[src/hw/rtl/rzc_pkg.sv]
`timescale 1ns / 1ps

package rzc_pkg;

  typedef enum logic [1:0] {
    ZONE_FAR    = 2'd0,
    ZONE_DETECT = 2'd1,
    ZONE_CLOSE  = 2'd2
  } zone_t;

  localparam int DistWidth   = 12;
  localparam int CountWidth  = 8;
  localparam int SampleWidth = 16;
  localparam int IndexWidth  = 3;

  typedef logic [DistWidth-1:0]   dist_t;
  typedef logic [CountWidth-1:0]  count_t;
  typedef logic [SampleWidth-1:0] sample_t;
  typedef logic [IndexWidth-1:0]  reg_index_t;

  localparam reg_index_t REG_CLOSE_ENTER    = 3'd0;
  localparam reg_index_t REG_CLOSE_EXIT     = 3'd1;
  localparam reg_index_t REG_DETECT_ENTER   = 3'd2;
  localparam reg_index_t REG_DETECT_EXIT    = 3'd3;
  localparam reg_index_t REG_VALID_LIMIT    = 3'd4;
  localparam reg_index_t REG_CLOSE_CONFIRM  = 3'd5;
  localparam reg_index_t REG_DETECT_CONFIRM = 3'd6;
  localparam reg_index_t REG_FAR_CONFIRM    = 3'd7;

  localparam dist_t  RST_CLOSE_ENTER    = 12'd60;
  localparam dist_t  RST_CLOSE_EXIT     = 12'd70;
  localparam dist_t  RST_DETECT_ENTER   = 12'd300;
  localparam dist_t  RST_DETECT_EXIT    = 12'd730;
  localparam dist_t  RST_VALID_LIMIT    = 12'd900;
  localparam count_t RST_CLOSE_CONFIRM  = 8'd3;
  localparam count_t RST_DETECT_CONFIRM = 8'd1;
  localparam count_t RST_FAR_CONFIRM    = 8'd3;

  // x / 10 as (x * 52429) >> 19, exact for any 16-bit x
  localparam logic [15:0] DIV10_MUL   = 16'd52429;
  localparam int          DIV10_SHIFT = 19;

  typedef struct packed {
    dist_t  close_enter;
    dist_t  close_exit;
    dist_t  detect_enter;
    dist_t  detect_exit;
    dist_t  valid_limit;
    count_t close_confirm;
    count_t detect_confirm;
    count_t far_confirm;
  } rzc_cfg_t;

  typedef struct packed {
    dist_t  smooth_dist;
    zone_t  zone;
    zone_t  reported_zone;
    count_t close_count;
    count_t detect_count;
    count_t far_count;
    logic   started;
  } rzc_state_t;

endpackage

[src/hw/rtl/range_zone_classifier_unit.sv]
`timescale 1ns / 1ps

// range zone classifier
// sample channel: sample_valid / sample_stall with range_sample; a transfer
//   happens on a rising edge with sample_valid high and sample_stall low
// result channel: result_valid / result_stall with zone_changed, zone and
//   filtered_distance; one result per sample, in order
// config: cfg_we writes cfg_data into register cfg_index on the clock edge;
//   the user must write only while no sample is in flight (not enforced here)
// pipeline: a taken sample waits in the input stage and moves on to the result
//   register once that is empty or not stalled (two register stages: input, result)
// throughput: one sample per cycle while the receiver does not stall; the filter,
//   zone choice and counter update are combinational and feed the state register
// reset (rst, synchronous): registers go to their default values, filter
//   and zone state clear, both stages empty
// receiver stall: the result register holds; the input stage still takes
//   one more sample, then sample_stall rises until the result moves on
module range_zone_classifier_unit (
  input  logic                  clk,
  input  logic                  rst,
  input  logic                  sample_valid,
  output logic                  sample_stall,
  input  rzc_pkg::sample_t      range_sample,
  output logic                  result_valid,
  input  logic                  result_stall,
  output logic                  zone_changed,
  output logic [1:0]            zone,
  output rzc_pkg::dist_t        filtered_distance,
  input  logic                  cfg_we,
  input  rzc_pkg::reg_index_t   cfg_index,
  input  rzc_pkg::dist_t        cfg_data
);
  import rzc_pkg::*;

  rzc_cfg_t   cfg;
  rzc_state_t st;
  rzc_state_t st_next;
  logic       changed;
  logic       s1_valid;
  sample_t    s1_sample;
  logic       advance;
  logic       take;

  assign advance      = s1_valid && (!result_valid || !result_stall);
  assign sample_stall = s1_valid && !advance;
  assign take         = sample_valid && !sample_stall;

  // configuration registers
  always_ff @(posedge clk) begin
    if (rst) begin
      cfg.close_enter    <= RST_CLOSE_ENTER;
      cfg.close_exit     <= RST_CLOSE_EXIT;
      cfg.detect_enter   <= RST_DETECT_ENTER;
      cfg.detect_exit    <= RST_DETECT_EXIT;
      cfg.valid_limit    <= RST_VALID_LIMIT;
      cfg.close_confirm  <= RST_CLOSE_CONFIRM;
      cfg.detect_confirm <= RST_DETECT_CONFIRM;
      cfg.far_confirm    <= RST_FAR_CONFIRM;
    end else if (cfg_we) begin
      unique case (cfg_index)
        REG_CLOSE_ENTER:    cfg.close_enter    <= cfg_data;
        REG_CLOSE_EXIT:     cfg.close_exit     <= cfg_data;
        REG_DETECT_ENTER:   cfg.detect_enter   <= cfg_data;
        REG_DETECT_EXIT:    cfg.detect_exit    <= cfg_data;
        REG_VALID_LIMIT:    cfg.valid_limit    <= cfg_data;
        REG_CLOSE_CONFIRM:  cfg.close_confirm  <= cfg_data[CountWidth-1:0];
        REG_DETECT_CONFIRM: cfg.detect_confirm <= cfg_data[CountWidth-1:0];
        REG_FAR_CONFIRM:    cfg.far_confirm    <= cfg_data[CountWidth-1:0];
        default: ;
      endcase
    end
  end

  // input stage
  always_ff @(posedge clk) begin
    if (rst) begin
      s1_valid <= 1'b0;
    end else if (take) begin
      s1_valid <= 1'b1;
    end else if (advance) begin
      s1_valid <= 1'b0;
    end
  end

  always_ff @(posedge clk) begin
    if (take) begin
      s1_sample <= range_sample;
    end
  end

  rzc_update u_update (
    .cfg     (cfg),
    .cur     (st),
    .sample  (s1_sample),
    .nxt     (st_next),
    .changed (changed)
  );

  // classifier state
  always_ff @(posedge clk) begin
    if (rst) begin
      st.smooth_dist   <= '0;
      st.zone          <= ZONE_FAR;
      st.reported_zone <= ZONE_FAR;
      st.close_count   <= '0;
      st.detect_count  <= '0;
      st.far_count     <= '0;
      st.started       <= 1'b0;
    end else if (advance) begin
      st <= st_next;
    end
  end

  // result register
  always_ff @(posedge clk) begin
    if (rst) begin
      result_valid <= 1'b0;
    end else if (advance) begin
      result_valid <= 1'b1;
    end else if (!result_stall) begin
      result_valid <= 1'b0;
    end
  end

  always_ff @(posedge clk) begin
    if (advance) begin
      zone_changed      <= changed;
      zone              <= st_next.zone;
      filtered_distance <= st_next.smooth_dist;
    end
  end

`ifndef ASSERT_OFF
  a_stall_needs_item: assert property (@(posedge clk) disable iff (rst)
    !s1_valid |-> !sample_stall)
    else $error("input stalled with empty input stage");

  a_advance_loads_result: assert property (@(posedge clk) disable iff (rst)
    advance |=> result_valid && filtered_distance == st.smooth_dist)
    else $error("result register does not match updated state");

  a_counts_clear_on_change: assert property (@(posedge clk) disable iff (rst)
    advance && (st_next.zone != st.zone) |=>
      st.close_count == '0 && st.detect_count == '0 && st.far_count == '0)
    else $error("counters not cleared on zone change");

  a_state_holds_idle: assert property (@(posedge clk) disable iff (rst)
    !advance |=> $stable(st))
    else $error("state changed without a transfer");
`endif

endmodule

[src/hw/rtl/rzc_update.sv]
`timescale 1ns / 1ps

module rzc_update (
  input  rzc_pkg::rzc_cfg_t   cfg,
  input  rzc_pkg::rzc_state_t cur,
  input  rzc_pkg::sample_t    sample,
  output rzc_pkg::rzc_state_t nxt,
  output logic                changed
);
  import rzc_pkg::*;

  logic [15:0] acc;
  logic [31:0] prod;
  dist_t       smooth;
  zone_t       proposed;
  zone_t       zone_new;
  count_t      cnt;

  // low-pass filter
  assign acc  = {1'b0, cur.smooth_dist, 3'b000} + {4'b0000, cur.smooth_dist}
              + {4'b0000, sample[DistWidth-1:0]};
  assign prod = acc * DIV10_MUL;

  always_comb begin
    nxt      = cur;
    smooth   = cur.smooth_dist;
    proposed = cur.zone;
    zone_new = cur.zone;
    cnt      = '0;

    if (sample < {4'b0000, cfg.valid_limit}) begin
      smooth = prod[DIV10_SHIFT +: DistWidth];
    end
    nxt.smooth_dist = smooth;

    // hysteresis
    unique case (cur.zone)
      ZONE_CLOSE: begin
        if (smooth > cfg.close_exit) proposed = ZONE_DETECT;
      end
      ZONE_DETECT: begin
        if (smooth < cfg.close_enter) proposed = ZONE_CLOSE;
        else if (smooth > cfg.detect_exit) proposed = ZONE_FAR;
      end
      default: begin
        if (smooth < cfg.detect_enter) proposed = ZONE_DETECT;
        else proposed = ZONE_FAR;
      end
    endcase

    // confirmation counters
    if (proposed == cur.zone) begin
      nxt.close_count  = '0;
      nxt.detect_count = '0;
      nxt.far_count    = '0;
    end else begin
      unique case (proposed)
        ZONE_CLOSE: begin
          cnt = cur.close_count + 8'd1;
          nxt.close_count = cnt;
          if (cnt >= cfg.close_confirm) zone_new = ZONE_CLOSE;
        end
        ZONE_DETECT: begin
          cnt = cur.detect_count + 8'd1;
          nxt.detect_count = cnt;
          if (cnt >= cfg.detect_confirm) zone_new = ZONE_DETECT;
        end
        default: begin
          cnt = cur.far_count + 8'd1;
          nxt.far_count = cnt;
          if (cnt >= cfg.far_confirm) zone_new = ZONE_FAR;
        end
      endcase
      if (zone_new != cur.zone) begin
        nxt.close_count  = '0;
        nxt.detect_count = '0;
        nxt.far_count    = '0;
      end
    end

    nxt.zone          = zone_new;
    changed           = !cur.started || (zone_new != cur.reported_zone);
    nxt.reported_zone = zone_new;
    nxt.started       = 1'b1;
  end

endmodule
[config.mk]
export PLATFORM = sky130hd
export DESIGN_NAME = range_zone_classifier_unit
export DESIGN_NICKNAME = d
export VERILOG_FILES = /design/src/hw/rtl/rzc_pkg.sv /design/src/hw/rtl/range_zone_classifier_unit.sv /design/src/hw/rtl/rzc_update.sv
export SDC_FILE = /design/constraint.sdc
export NUM_CORES = 1
export LEC_CHECK = 0
export ABC_AREA = 0
export BUFFER_PORTS_ARGS = -buffer_cell sky130_fd_sc_hd__buf_4
export CORE_AREA = 4 4 239 218
export DETAILED_ROUTE_END_ITERATION = 10
export DIE_AREA = 0 0 243 222
export PLACE_DENSITY = 0.45
export SYNTH_ARGS = -nofsm -noshare
export SYNTH_HDL_FRONTEND = slang
export SYNTH_HIERARCHICAL = 1
export SYNTH_SLANG_ARGS = --single-unit
export TNS_END_PERCENT = 30
[constraint.sdc]
create_clock -name clk -period 37.5 [get_ports clk]
set_input_delay 1.875 -clock clk [delete_from_list [all_inputs] [get_ports clk]]
set_output_delay 1.875 -clock clk [all_outputs]
set_load 0.02 [all_outputs]
==> impl_metrics.ini <==
[outcome]
status = finished, final reports clean

[global_route]
antenna_found_initial = 0
grt_pass1_wl_mm = 59.81
grt_pass1_vias = 10596
grt_usage = 0.1423
grt_start_max_net_pins = 85
overflow = 0

[worst_setup_path]
critPathCaptureType = flip-flop
crit_arrival_ns = 14.93
critical_path_required_ns = 37.88
start_kind = flip-flop
crit_path_max_incr_delay_ns = 0.94
crit_path_frequent_cell = inv_1
slowest_stage = or3_2
critPathMaxFanout = 24
critPathKind = flip-flop to flip-flop

[route]
wirelength_mm = 37.30
drt-met1-wl_mm = 19.39
avgRoutedWirePerCell_um = 16.62
met3_length_mm = 1.161
drt_iter0_markers = 413
top_layer = met4
final_antenna_net_count = 0
vias = 10219
route.met2.wl_mm = 16.42
dr.pass1.iters = 5
drc = 0
vias_per_cell = 4.554

[timing]
holdWs_ns = 0.4715
fmax_mhz = 68.71
hold_viol = 0
fin_ws_ns = 22.95
finalCritPeriodShare = 0.3881
timing.slew.headroom = 0.2334
fin_crit_ns = 14.55
finalSetupViolCount = 0
rsz0062_at_grt = no
clock_skew_ns = 0.01591
tns_ns = 0
tightest_slew_ns = 1.150
slew_viol_final = 0

[synthesis]
ys.flop_type = dfxtp_1
ys_seq_elements = 158
synth_cell_types = 73
async_flop_share = 0
synth_area_mm2 = 0.01476
yosysSeqAreaShare = 0.2353
synth.avg_cell_area_um2 = 9.492
synthCells = 1555
syn_nets = 1908
synth_edf_count = 31
ys.warnings.count = 6

[floorplan]
coreArea_mm2 = 0.04977
fp.dieArea_mm2 = 0.05395
core.rowCount = 78
die_w_um = 243
io_pins = 53
start_util = 0.2966
die_h_um = 222

[clock_network]
ctsHoldBuffers = 0
cts_root_buf = clkbuf_16
post_cts_buffers = 0
ctsResizeCount = 0
clock-sinks = 158
clk_pin_slew_ns = 0.07
clkLatencyLatePin_ns = 0.47
clockBufferDepth = 2
cts_made_buffers = 17
ctsHtreeMaxLevel = 4
cts_tree = built

[cells_and_area]
final_nets = 1944
drive_gt1_frac = 0.08791
mostFrequentLayoutCell = inv_1
nFillCells = 5179
final_cell_mix = inv_1, ha_1, nand2b_1
area_growth_pct = 11.02
antenna_cells = 0

[placement]
hpwl_mm = 29.92
routabilityCongestion = 0.8333
portBuffers = 52
dp_slack_ns = 22.94

[power_and_ir_drop]
p_leak_nw = 7.810
ir_worst_vdd_mv = 0.06147
p_per_area_mw_per_mm2 = 65.60
power_w = 0.001075

[flow_run]
max_cap_violations = 0

[worst_hold_path]
hp-class = flip-flop to flip-flop
==> critical path, delay by kind of cell, from the launching register on <==
kind | cells | cell delay (ns)
AO/OA/AOI/OAI | 25 | 5.98
adder cells (fa/ha/maj) | 11 | 4.58
AND/OR/NAND/NOR | 10 | 2.75
flip-flops | 1 | 0.45
multiplexers | 1 | 0.13
XOR/XNOR | 1 | 0.09
buffers and inverters | 7 | 0.46
==> worst paths after layout <==
path | end | cells past startpoint | startpoint | slack, ns
hold reg to reg | cfg[41] | 2 | cfg[41] | 0.47
setup reg to reg | st[1] | 55 | st[29] | 22.95
hold / removal | cfg[41] | 2 | cfg[41] | 0.47
setup / recovery | st[1] | 55 | st[29] | 22.95
==> logic make-up after synthesis <==
kind of cell	synth area share
AO/OA/AOI/OAI	0.07095
XOR/XNOR	0.04154
adder cells (fa/ha/maj)	0.3140
buffers and inverters	0.08918
flip-flops	0.2353
multiplexers	0.08909
other	0.0002541
AND/OR/NAND/NOR	0.1597
==> flip-flops by register name, summed over array words and instances (netlist names) <==
register	cells
cfg	84
s1_valid	1
zone_changed	1
s1_sample	16
st	41
filtered_distance	12
result_valid	1
zone	2
==> layout make-up <==
type	instances	area, µm²	share of cell area
multi-input cells	1070	9983	0.6092
flip-flops and latches	158	3473	0.2120
inverters	277	1040	0.06345
well taps	640	800.8	0.04887
repair buffers	67	503.0	0.03069
clock buffers	21	481.7	0.02940
clock inverters	11	105.1	0.006414
==> cells in the mapped netlist (all sizes together), types with 7 or more instances <==
library cell | count | area share
a21o | 15 | 0.0076
a21oi | 45 | 0.015
and3 | 9 | 0.0038
buf | 26 | 0.013
clkbuf | 24 | 0.0061
dfxtp | 127 | 0.17
edfxtp | 31 | 0.063
fa | 89 | 0.12
ha | 228 | 0.19
inv | 277 | 0.070
mux2i | 131 | 0.089
nand2 | 49 | 0.012
nand2b | 159 | 0.067
nand3 | 20 | 0.0068
nand4 | 20 | 0.0093
nor2 | 82 | 0.031
nor2b | 10 | 0.0042
nor3 | 11 | 0.0037
o21ai | 37 | 0.013
or3 | 7 | 0.0030
xnor2 | 36 | 0.021
xor2 | 34 | 0.020
==> power breakdown <==
group	switching (W)	total (W)	internal, W	leakage [nW]
registers	0.00000440	0.000184	0.000179	1.33
clock network	0.0000764	0.000176	0.0000992	0.289
logic	0.000428	0.000716	0.000287	6.19
==> layer usage <==
metal	vias to the layer above	track usage
met5	-	0
met4	0	0.02848
met3	25	0.03023
met2	109	0.2220
met1	4884	0.2038
li1	5201	-
==> through the flow <==
| step | utilization | area, µm² | std cells |
|---|---|---|---|
| 6_report | 0.3292 | 16390 | 2244 |
| 5_1_grt | 0.3292 | 16390 | 2244 |
| 3_5_place_dp | 0.3174 | 15800 | 2212 |
| 4_1_cts | 0.3292 | 16390 | 2244 |
| 2_1_floorplan | - | 14760 | 1555 |
| 3_3_place_gp | 0.3174 | 15800 | 2212 |
No activity file was read; power rests on OpenSTA's default activity.
